File: src/rtl/dnsrp_pkg.sv
// Constants and types shared by the DNS reply parser and its checker.
`default_nettype none

package dnsrp_pkg;

    localparam int MAX_PACKET_BYTES = 512;
    localparam int OFF_W            = $clog2(MAX_PACKET_BYTES + 1);

    localparam logic [3:0] HDR_LAST_BYTE = 4'd11;
    localparam int         FULL_HEADER   = 12;

    localparam logic [15:0] FLAG_QR = 16'h8000;
    localparam logic [15:0] FLAG_TC = 16'h0200;

    localparam logic [7:0]  PTR_MASK   = 8'hc0;
    localparam logic [31:0] TYPE_CLASS_A_IN = 32'h0001_0001;
    localparam logic [15:0] A_RDLEN   = 16'd4;

    localparam logic [3:0] NAME_FRESH   = 4'd0;
    localparam logic [3:0] NAME_INSIDE  = 4'd1;
    localparam logic [3:0] NAME_POINTER = 4'd2;

    localparam logic [3:0] QFIELD_LEN = 4'd4;
    localparam logic [3:0] AFIELD_LEN = 4'd10;
    localparam logic [3:0] TTL_FIRST  = 4'd4;
    localparam logic [3:0] RDLEN_FIRST = 4'd8;

    localparam logic [2:0] ST_OK           = 3'd0;
    localparam logic [2:0] ST_NOT_RESPONSE = 3'd1;
    localparam logic [2:0] ST_TRUNCATED    = 3'd2;
    localparam logic [2:0] ST_NO_ANSWERS   = 3'd3;
    localparam logic [2:0] ST_FORMAT_ERROR = 3'd4;
    localparam logic [2:0] ST_NO_A_RECORD  = 3'd5;

    typedef enum logic [6:0] {
        PH_HDR    = 7'b0000001,
        PH_QNAME  = 7'b0000010,
        PH_QFIELD = 7'b0000100,
        PH_ANAME  = 7'b0001000,
        PH_AFIELD = 7'b0010000,
        PH_RDATA  = 7'b0100000,
        PH_DONE   = 7'b1000000
    } t_phase;

endpackage

`default_nettype wire

File: src/rtl/dns_response_parser.sv
// DNS reply parser: finds the first IN/A answer of a reply fed one byte per transaction.
//
// Input channel: i_in_valid / o_in_stall carry one packet byte per transaction,
// with i_last_byte set on the packet's final byte. Output channel:
// o_out_valid / i_out_stall carry one result per packet (status, reply id,
// address, TTL), produced for the transaction that carried the last byte.
// Throughput is one byte per clock while o_in_stall is low. A byte accepted
// sits in the input register and is parsed from there; if it was the last
// byte, its result is then held in the output register until it is taken.
// The parser state is updated in that single step, so bytes flow back to back.
// Bytes beyond MAX_PACKET_BYTES are counted out and ignored; the packet is
// judged on the bytes kept. After each result all parsing state clears.
// While a result waits under i_out_stall, non-final bytes keep flowing; only
// a final byte waiting behind an untaken result raises o_in_stall.
// Synchronous active-low reset clears both registers' valid flags and all
// parsing state; the block is ready for a new packet in the next cycle.
`default_nettype none

module dns_response_parser (
    input  wire logic        i_clk,
    input  wire logic        i_rst_n,
    input  wire logic        i_in_valid,
    output logic             o_in_stall,
    input  wire logic [7:0]  i_data_byte,
    input  wire logic        i_last_byte,
    output logic             o_out_valid,
    input  wire logic        i_out_stall,
    output logic [2:0]       o_status,
    output logic [15:0]      o_reply_id,
    output logic [31:0]      o_ip_address,
    output logic [31:0]      o_ttl_seconds
);

    localparam int OW = dnsrp_pkg::OFF_W;

    logic             r_in_vld;
    logic [7:0]       r_in_byte;
    logic             r_in_last;

    logic [OW-1:0]    r_offset,  n_offset;
    dnsrp_pkg::t_phase r_phase,  n_phase;
    logic [7:0]       r_nleft,   n_nleft;
    logic [3:0]       r_field,   n_field;
    logic [15:0]      r_qleft,   n_qleft;
    logic [15:0]      r_aleft,   n_aleft;
    logic [15:0]      r_flags,   n_flags;
    logic [15:0]      r_id,      n_id;
    logic [31:0]      r_rtc,     n_rtc;
    logic [31:0]      r_ttl,     n_ttl;
    logic [15:0]      r_rdlen,   n_rdlen;
    logic [31:0]      r_addr,    n_addr;
    logic [2:0]       r_outcome, n_outcome;

    logic             r_out_vld;
    logic [2:0]       r_status,  n_status;
    logic [15:0]      r_rid,     n_rid;
    logic [31:0]      r_ip,      n_ip;
    logic [31:0]      r_rttl,    n_rttl;

    logic             adv;
    logic             in_take;

    logic             nm_done;
    logic [7:0]       nm_left;
    logic [3:0]       nm_field;
    logic [15:0]      aleft_dec;
    logic [15:0]      qleft_dec;

    assign adv        = r_in_vld && (!r_in_last || !r_out_vld || !i_out_stall);
    assign o_in_stall = r_in_vld && !adv;
    assign in_take    = i_in_valid && !o_in_stall;

    assign aleft_dec = r_aleft - 16'd1;
    assign qleft_dec = r_qleft - 16'd1;

    // one byte of a name: labels, zero terminator or two-byte pointer
    always_comb begin
        nm_done  = 1'b0;
        nm_left  = r_nleft;
        nm_field = r_field;
        if (r_field == dnsrp_pkg::NAME_POINTER) begin
            nm_field = dnsrp_pkg::NAME_FRESH;
            nm_done  = 1'b1;
        end else if (r_nleft != 8'd0) begin
            nm_left = r_nleft - 8'd1;
        end else if (r_in_byte == 8'd0) begin
            nm_field = dnsrp_pkg::NAME_FRESH;
            nm_done  = 1'b1;
        end else if ((r_in_byte & dnsrp_pkg::PTR_MASK) == dnsrp_pkg::PTR_MASK) begin
            nm_field = dnsrp_pkg::NAME_POINTER;
        end else begin
            nm_left  = r_in_byte;
            nm_field = dnsrp_pkg::NAME_INSIDE;
        end
    end

    always_comb begin
        n_offset  = r_offset;
        n_phase   = r_phase;
        n_nleft   = r_nleft;
        n_field   = r_field;
        n_qleft   = r_qleft;
        n_aleft   = r_aleft;
        n_flags   = r_flags;
        n_id      = r_id;
        n_rtc     = r_rtc;
        n_ttl     = r_ttl;
        n_rdlen   = r_rdlen;
        n_addr    = r_addr;
        n_outcome = r_outcome;
        n_status  = dnsrp_pkg::ST_FORMAT_ERROR;
        n_rid     = 16'd0;
        n_ip      = 32'd0;
        n_rttl    = 32'd0;

        if (r_offset < OW'(dnsrp_pkg::MAX_PACKET_BYTES)) begin
            n_offset = r_offset + OW'(1);
            case (r_phase)
                dnsrp_pkg::PH_HDR: begin
                    case (r_offset[3:0])
                        4'd0, 4'd1: n_id    = {r_id[7:0], r_in_byte};
                        4'd2, 4'd3: n_flags = {r_flags[7:0], r_in_byte};
                        4'd4, 4'd5: n_qleft = {r_qleft[7:0], r_in_byte};
                        4'd6, 4'd7: n_aleft = {r_aleft[7:0], r_in_byte};
                        default: ;
                    endcase
                    if (r_offset[3:0] == dnsrp_pkg::HDR_LAST_BYTE) begin
                        if ((r_flags & dnsrp_pkg::FLAG_QR) == 16'd0) begin
                            n_outcome = dnsrp_pkg::ST_NOT_RESPONSE;
                            n_phase   = dnsrp_pkg::PH_DONE;
                        end else if ((r_flags & dnsrp_pkg::FLAG_TC) != 16'd0) begin
                            n_outcome = dnsrp_pkg::ST_TRUNCATED;
                            n_phase   = dnsrp_pkg::PH_DONE;
                        end else if (r_aleft == 16'd0) begin
                            n_outcome = dnsrp_pkg::ST_NO_ANSWERS;
                            n_phase   = dnsrp_pkg::PH_DONE;
                        end else begin
                            n_phase = (r_qleft != 16'd0) ? dnsrp_pkg::PH_QNAME
                                                         : dnsrp_pkg::PH_ANAME;
                            n_field = dnsrp_pkg::NAME_FRESH;
                        end
                    end
                end
                dnsrp_pkg::PH_QNAME: begin
                    n_nleft = nm_left;
                    n_field = nm_field;
                    if (nm_done) begin
                        n_phase = dnsrp_pkg::PH_QFIELD;
                        n_field = 4'd0;
                    end
                end
                dnsrp_pkg::PH_QFIELD: begin
                    n_field = r_field + 4'd1;
                    if (n_field >= dnsrp_pkg::QFIELD_LEN) begin
                        n_field = dnsrp_pkg::NAME_FRESH;
                        n_qleft = qleft_dec;
                        n_phase = (qleft_dec != 16'd0) ? dnsrp_pkg::PH_QNAME
                                                       : dnsrp_pkg::PH_ANAME;
                    end
                end
                dnsrp_pkg::PH_ANAME: begin
                    n_nleft = nm_left;
                    n_field = nm_field;
                    if (nm_done) begin
                        n_phase = dnsrp_pkg::PH_AFIELD;
                        n_field = 4'd0;
                    end
                end
                dnsrp_pkg::PH_AFIELD: begin
                    if (r_field < dnsrp_pkg::TTL_FIRST) begin
                        n_rtc = {r_rtc[23:0], r_in_byte};
                    end else if (r_field < dnsrp_pkg::RDLEN_FIRST) begin
                        n_ttl = {r_ttl[23:0], r_in_byte};
                    end else begin
                        n_rdlen = {r_rdlen[7:0], r_in_byte};
                    end
                    n_field = r_field + 4'd1;
                    if (n_field >= dnsrp_pkg::AFIELD_LEN) begin
                        n_field = 4'd0;
                        n_addr  = 32'd0;
                        if (n_rdlen != dnsrp_pkg::A_RDLEN) begin
                            n_rtc = 32'd0;
                        end
                        if (n_rdlen == 16'd0) begin
                            n_aleft = aleft_dec;
                            if (aleft_dec == 16'd0) begin
                                n_outcome = dnsrp_pkg::ST_NO_A_RECORD;
                                n_phase   = dnsrp_pkg::PH_DONE;
                            end else begin
                                n_phase = dnsrp_pkg::PH_ANAME;
                                n_field = dnsrp_pkg::NAME_FRESH;
                            end
                        end else begin
                            n_phase = dnsrp_pkg::PH_RDATA;
                        end
                    end
                end
                dnsrp_pkg::PH_RDATA: begin
                    n_addr  = {r_addr[23:0], r_in_byte};
                    n_rdlen = r_rdlen - 16'd1;
                    if (n_rdlen == 16'd0) begin
                        if (r_rtc == dnsrp_pkg::TYPE_CLASS_A_IN) begin
                            n_outcome = dnsrp_pkg::ST_OK;
                            n_phase   = dnsrp_pkg::PH_DONE;
                        end else begin
                            n_aleft = aleft_dec;
                            if (aleft_dec == 16'd0) begin
                                n_outcome = dnsrp_pkg::ST_NO_A_RECORD;
                                n_phase   = dnsrp_pkg::PH_DONE;
                            end else begin
                                n_phase = dnsrp_pkg::PH_ANAME;
                                n_field = dnsrp_pkg::NAME_FRESH;
                            end
                        end
                    end
                end
                default: ;
            endcase
        end

        if (n_phase == dnsrp_pkg::PH_DONE) begin
            n_status = n_outcome;
        end else if (n_phase == dnsrp_pkg::PH_HDR) begin
            n_status = dnsrp_pkg::ST_NOT_RESPONSE;
        end else if (n_phase == dnsrp_pkg::PH_ANAME && n_field == dnsrp_pkg::NAME_FRESH
                     && n_nleft == 8'd0) begin
            n_status = dnsrp_pkg::ST_NO_A_RECORD;
        end
        if (n_offset >= OW'(dnsrp_pkg::FULL_HEADER)) begin
            n_rid = n_id;
        end
        if (n_status == dnsrp_pkg::ST_OK) begin
            n_ip   = n_addr;
            n_rttl = n_ttl;
        end

        // end of packet: back to the reset state
        if (r_in_last) begin
            n_offset  = '0;
            n_phase   = dnsrp_pkg::PH_HDR;
            n_nleft   = 8'd0;
            n_field   = 4'd0;
            n_qleft   = 16'd0;
            n_aleft   = 16'd0;
            n_flags   = 16'd0;
            n_id      = 16'd0;
            n_rtc     = 32'd0;
            n_ttl     = 32'd0;
            n_rdlen   = 16'd0;
            n_addr    = 32'd0;
            n_outcome = dnsrp_pkg::ST_OK;
        end
    end

    always_ff @(posedge i_clk) begin
        if (!i_rst_n) begin
            r_in_vld <= 1'b0;
        end else if (in_take) begin
            r_in_vld <= 1'b1;
        end else if (adv) begin
            r_in_vld <= 1'b0;
        end
    end

    always_ff @(posedge i_clk) begin
        if (in_take) begin
            r_in_byte <= i_data_byte;
            r_in_last <= i_last_byte;
        end
    end

    always_ff @(posedge i_clk) begin
        if (!i_rst_n) begin
            r_offset  <= '0;
            r_phase   <= dnsrp_pkg::PH_HDR;
            r_nleft   <= 8'd0;
            r_field   <= 4'd0;
            r_qleft   <= 16'd0;
            r_aleft   <= 16'd0;
            r_flags   <= 16'd0;
            r_id      <= 16'd0;
            r_rtc     <= 32'd0;
            r_ttl     <= 32'd0;
            r_rdlen   <= 16'd0;
            r_addr    <= 32'd0;
            r_outcome <= dnsrp_pkg::ST_OK;
        end else if (adv) begin
            r_offset  <= n_offset;
            r_phase   <= n_phase;
            r_nleft   <= n_nleft;
            r_field   <= n_field;
            r_qleft   <= n_qleft;
            r_aleft   <= n_aleft;
            r_flags   <= n_flags;
            r_id      <= n_id;
            r_rtc     <= n_rtc;
            r_ttl     <= n_ttl;
            r_rdlen   <= n_rdlen;
            r_addr    <= n_addr;
            r_outcome <= n_outcome;
        end
    end

    always_ff @(posedge i_clk) begin
        if (!i_rst_n) begin
            r_out_vld <= 1'b0;
        end else if (adv && r_in_last) begin
            r_out_vld <= 1'b1;
        end else if (!i_out_stall) begin
            r_out_vld <= 1'b0;
        end
    end

    always_ff @(posedge i_clk) begin
        if (adv && r_in_last) begin
            r_status <= n_status;
            r_rid    <= n_rid;
            r_ip     <= n_ip;
            r_rttl   <= n_rttl;
        end
    end

    assign o_out_valid   = r_out_vld;
    assign o_status      = r_status;
    assign o_reply_id    = r_rid;
    assign o_ip_address  = r_ip;
    assign o_ttl_seconds = r_rttl;

endmodule

`default_nettype wire

File: config.mk
export PLATFORM = sky130hd
export DESIGN_NAME = dns_response_parser
export DESIGN_NICKNAME = d
export VERILOG_FILES = /design/src/rtl/dnsrp_pkg.sv /design/src/rtl/dns_response_parser.sv
export SDC_FILE = /design/constraint.sdc
export NUM_CORES = 1
export LEC_CHECK = 0
export ABC_CLOCK_PERIOD_IN_PS = 5900
export BUFFER_PORTS_ARGS = -buffer_cell sky130_fd_sc_hd__buf_2
export CORE_ASPECT_RATIO = 0.5
export CORE_UTILIZATION = 55
export CTS_BUF_LIST = sky130_fd_sc_hd__clkbuf_16
export CTS_CLUSTER_DIAMETER = 200
export DETAILED_ROUTE_END_ITERATION = 10
export GPL_TIMING_DRIVEN = 0
export HOLD_SLACK_MARGIN = 0.02
export PLACE_DENSITY_LB_ADDON = 0.25
export SYNTH_ARGS = -nofsm -noshare
export SYNTH_HDL_FRONTEND = slang
export SYNTH_SLANG_ARGS = --single-unit
File: constraint.sdc
create_clock -name i_clk -period 5.9 [get_ports i_clk]
set_input_delay 0.885 -clock i_clk [delete_from_list [all_inputs] [get_ports i_clk]]
set_output_delay 0.885 -clock i_clk [all_outputs]
set_load 0.005 [all_outputs]
==> results.cfg <==
[timing]
drv_slew = 0
finalSetupViolations = 0
report.final.hold_viol_count = 0
relSlewSlack = 0.226
finalCriticalPeriod_ns = 4.57
holdWs_ns = 0.456
tns_ns = 0
finClkSkew_ns = 0.0242
tightest_slew_ns = 1.16
rsz0062_at_grt = no
max_freq_mhz = 219
setup_ws_ns = 1.33
period_share = 0.774

[route]
dr.first_iter.drc_count = 1805
postRouteWirelength_mm = 44.5
firstDrtPassIters = 6
wire_per_inst_um = 19.8
routed_via_density = 6.24
drc_errors = 0
ant_nets = 0
vias = 14000

[yosys]
synth_edf_count = 92
synth_seq_cells = 290
synth_simple_gate_area_frac = 0.250
synth-compound-area-share = 0.227
yosysWarnings = 0
postSynthCellCount = 1755
async_reset_ff_frac = 0
synth_flop_cell = dfxtp_1
synth_seq_area_share = 0.444
synth-xor-area-share = 0.0162
syn_area_per_cell_um2 = 8.63
synth_cell_type_count = 84
syn-num-nets = 1782
synthMuxAreaShare = 0.00396
synth_top_family_by_area = simple AND/OR/NAND/NOR gates
synth_fa_ha_area_frac = 0.0116
synth.cell_area_um2 = 15100

[pwr]
clkPwrFrac = 0.419
switching_power_mw = 0.955
pwr_density_cell_nw_per_um2 = 234
ir_drop_v = 0.000178
seqPwrFrac = 0.525
power.leakage_nw = 5.73
p_int_mw = 3.01
pwr-share-comb = 0.057
sw_frac_of_total = 0.241

[floorplan]
row_count = 42
die_w_um = 237
dieArea_um2 = 28300
start_util = 0.566
die_y_um = 119
core-area_um2 = 26700
io_pins = 98

[placed_design]
pre_cts_ws_ns = 1.54
routabilityCongestion = 0.982
place_hpwl_mm = 31.1
port_buffers = 96

[global_route]
grt_max_degree = 53
grt_pass1_vias = 12700
grt_pass1_wl_mm = 70.0
grt_overflow = 0
grt_usage = 0.311
antenna_found_initial = 1

[cts]
cts_inserted_buffers = 25
cts.sinks = 290
postCtsSetupBuffers = 0
insertion_delay_ns = 0.58
post_cts_resized = 0
htree_levels = 1
ctsHoldBuffers = 0
cts_tree = built
clk_path_buf_depth = 3
root_buffer = clkbuf_16
clk_pin_slew_worst_paths_ns = 0.07

[critical_path]
critPathLaunch = r_rdlen[1]
r2r_setup_slack_ns = 1.33
cp-end-kind = register
cp_max_fo = 10
setup.worst_path.start_class = register
crit_type = reg2reg
timing.rr.start = r_rdlen[1]
required_ns = 6.31
arrival_ns = 4.98

[finish]
layout-drive-gt1-share = 0.114
diodes = 0
finalNetCount = 1906
final.fill_count = 2334
syn2layout_area_growth_pct = 11.6

[worst_hold_path]
worstHoldStart = r_rtc[27]
hold_path.class = reg2reg

[job]
cap_viol_max_count = 0

[outcome]
status = finished clean
[path summary, 6_finish.rpt]
path,endpoint,cells after the start
worst max register to register,o_ttl_seconds[9],13
worst min register to register,r_rtc[27],2
worst max-delay path,o_ttl_seconds[9],13
worst min-delay path,r_rtc[27],2
[registers in the layout, indices dropped and copies added (netlist names), 8 cells and up]
register	flops
r_aleft	16
r_rdlen	16
r_nleft	8
r_offset	10
r_ttl	32
o_ttl_seconds	32
r_id	16
o_reply_id	16
r_rtc	32
o_ip_address	32
r_addr	32
r_in_byte	8
r_qleft	16
[per-stage QoR]
stage / cell area, um2 / instances / power [mW] / utilization
after floorplan: 15100 / 1755 / 2.26 / -
after global placement: 16100 / 2203 / 2.34 / 0.601
after detailed placement: 16100 / 2204 / 2.34 / 0.602
after CTS: 16900 / 2250 / 3.97 / 0.632
after global routing: 16900 / 2250 / 4.08 / 0.632
final: 16900 / 2250 / 3.97 / 0.632
[metal layers]
metal | wire (um) | up-vias | track usage
met1 | 19800 | 6675 | 0.450
li1 | - | 6603 | -
met3 | 4590 | 101 | 0.0698
met4 | 1190 | 0 | 0.0869
met2 | 18900 | 668 | 0.465
met5 | 0 | - | 0
[cells in the mapped netlist, drive strengths merged, types with 23 or more instances]
cell type / number / area, um2
nor2b: 123 / 769
a21oi: 157 / 891
inv: 25 / 93.8
nand2: 237 / 890
nor3: 46 / 230
clkbuf: 133 / 499
nor2: 132 / 526
o21ai: 80 / 404
dfxtp: 198 / 3960
nor4: 38 / 253
and2: 23 / 144
a22oi: 134 / 1010
edfxtp: 92 / 2760
[power groups by stage]
stage	registers [mW]	clock network, mW	logic, mW
floorplan	2.12	0	0.137
global placement	2.13	0	0.214
detailed placement	2.13	0	0.217
CTS	2.08	1.67	0.218
global route	2.08	1.76	0.240
finish	2.08	1.66	0.224
[worst max-delay path, stage by stage (launching register included)]
cell and delay [ns]:
dfxtp_1 0.31, buf_2 0.20, inv_1 0.11, ha_1 0.26, nor3b_2 0.25, o21ba_2 0.24
o311ai_0 0.68, nand3_1 0.24, o21ai_1 0.51, a41oi_1 0.36, nor4_4 0.39, nand4_4 0.40
buf_6 0.30, a21oi_2 0.13
[cell usage in the layout (no fill, tap or decap), types with 11 or more instances in the layout]
cell / instances
nand2b_1: 13
o21ai_0: 72
nand3_1: 19
nor3_1: 46
edfxtp_1: 92
nand2_1: 237
nand4_1: 11
clkbuf_1: 133
clkbuf_16: 27
nor2_1: 120
buf_2: 102
nor2_2: 12
xnor2_1: 22
nor4_1: 37
a21oi_1: 129
a21boi_0: 14
a22oi_1: 134
ha_1: 14
dfxtp_1: 198
or3_1: 21
o211ai_1: 11
inv_1: 29
and2_1: 23
nor2b_1: 123
a21oi_2: 28
[kinds of logic after synthesis]
logic type               Yosys count
AO/OA/AOI/OAI                    507
XOR/XNOR                          28
adder cells (fa/ha/maj)           14
buffers and inverters            174
flip-flops                       290
multiplexers                       6
AND/OR/NAND/NOR                  736
[cell type report]
| class | instances | area [um2] | area share |
|---|---|---|---|
| Timing Repair Buffer | 97 | 508 | 0.0300 |
| Sequential cell | 290 | 6730 | 0.398 |
| Inverter | 25 | 96.3 | 0.00570 |
| Clock inverter | 19 | 130 | 0.00769 |
| Clock buffer | 27 | 676 | 0.0400 |
| Multi-Input combinational cell | 1291 | 7700 | 0.455 |
| Tap cell | 352 | 440 | 0.0260 |
| Buffer | 149 | 634 | 0.0375 |
Power figures use the tool's default switching activity.
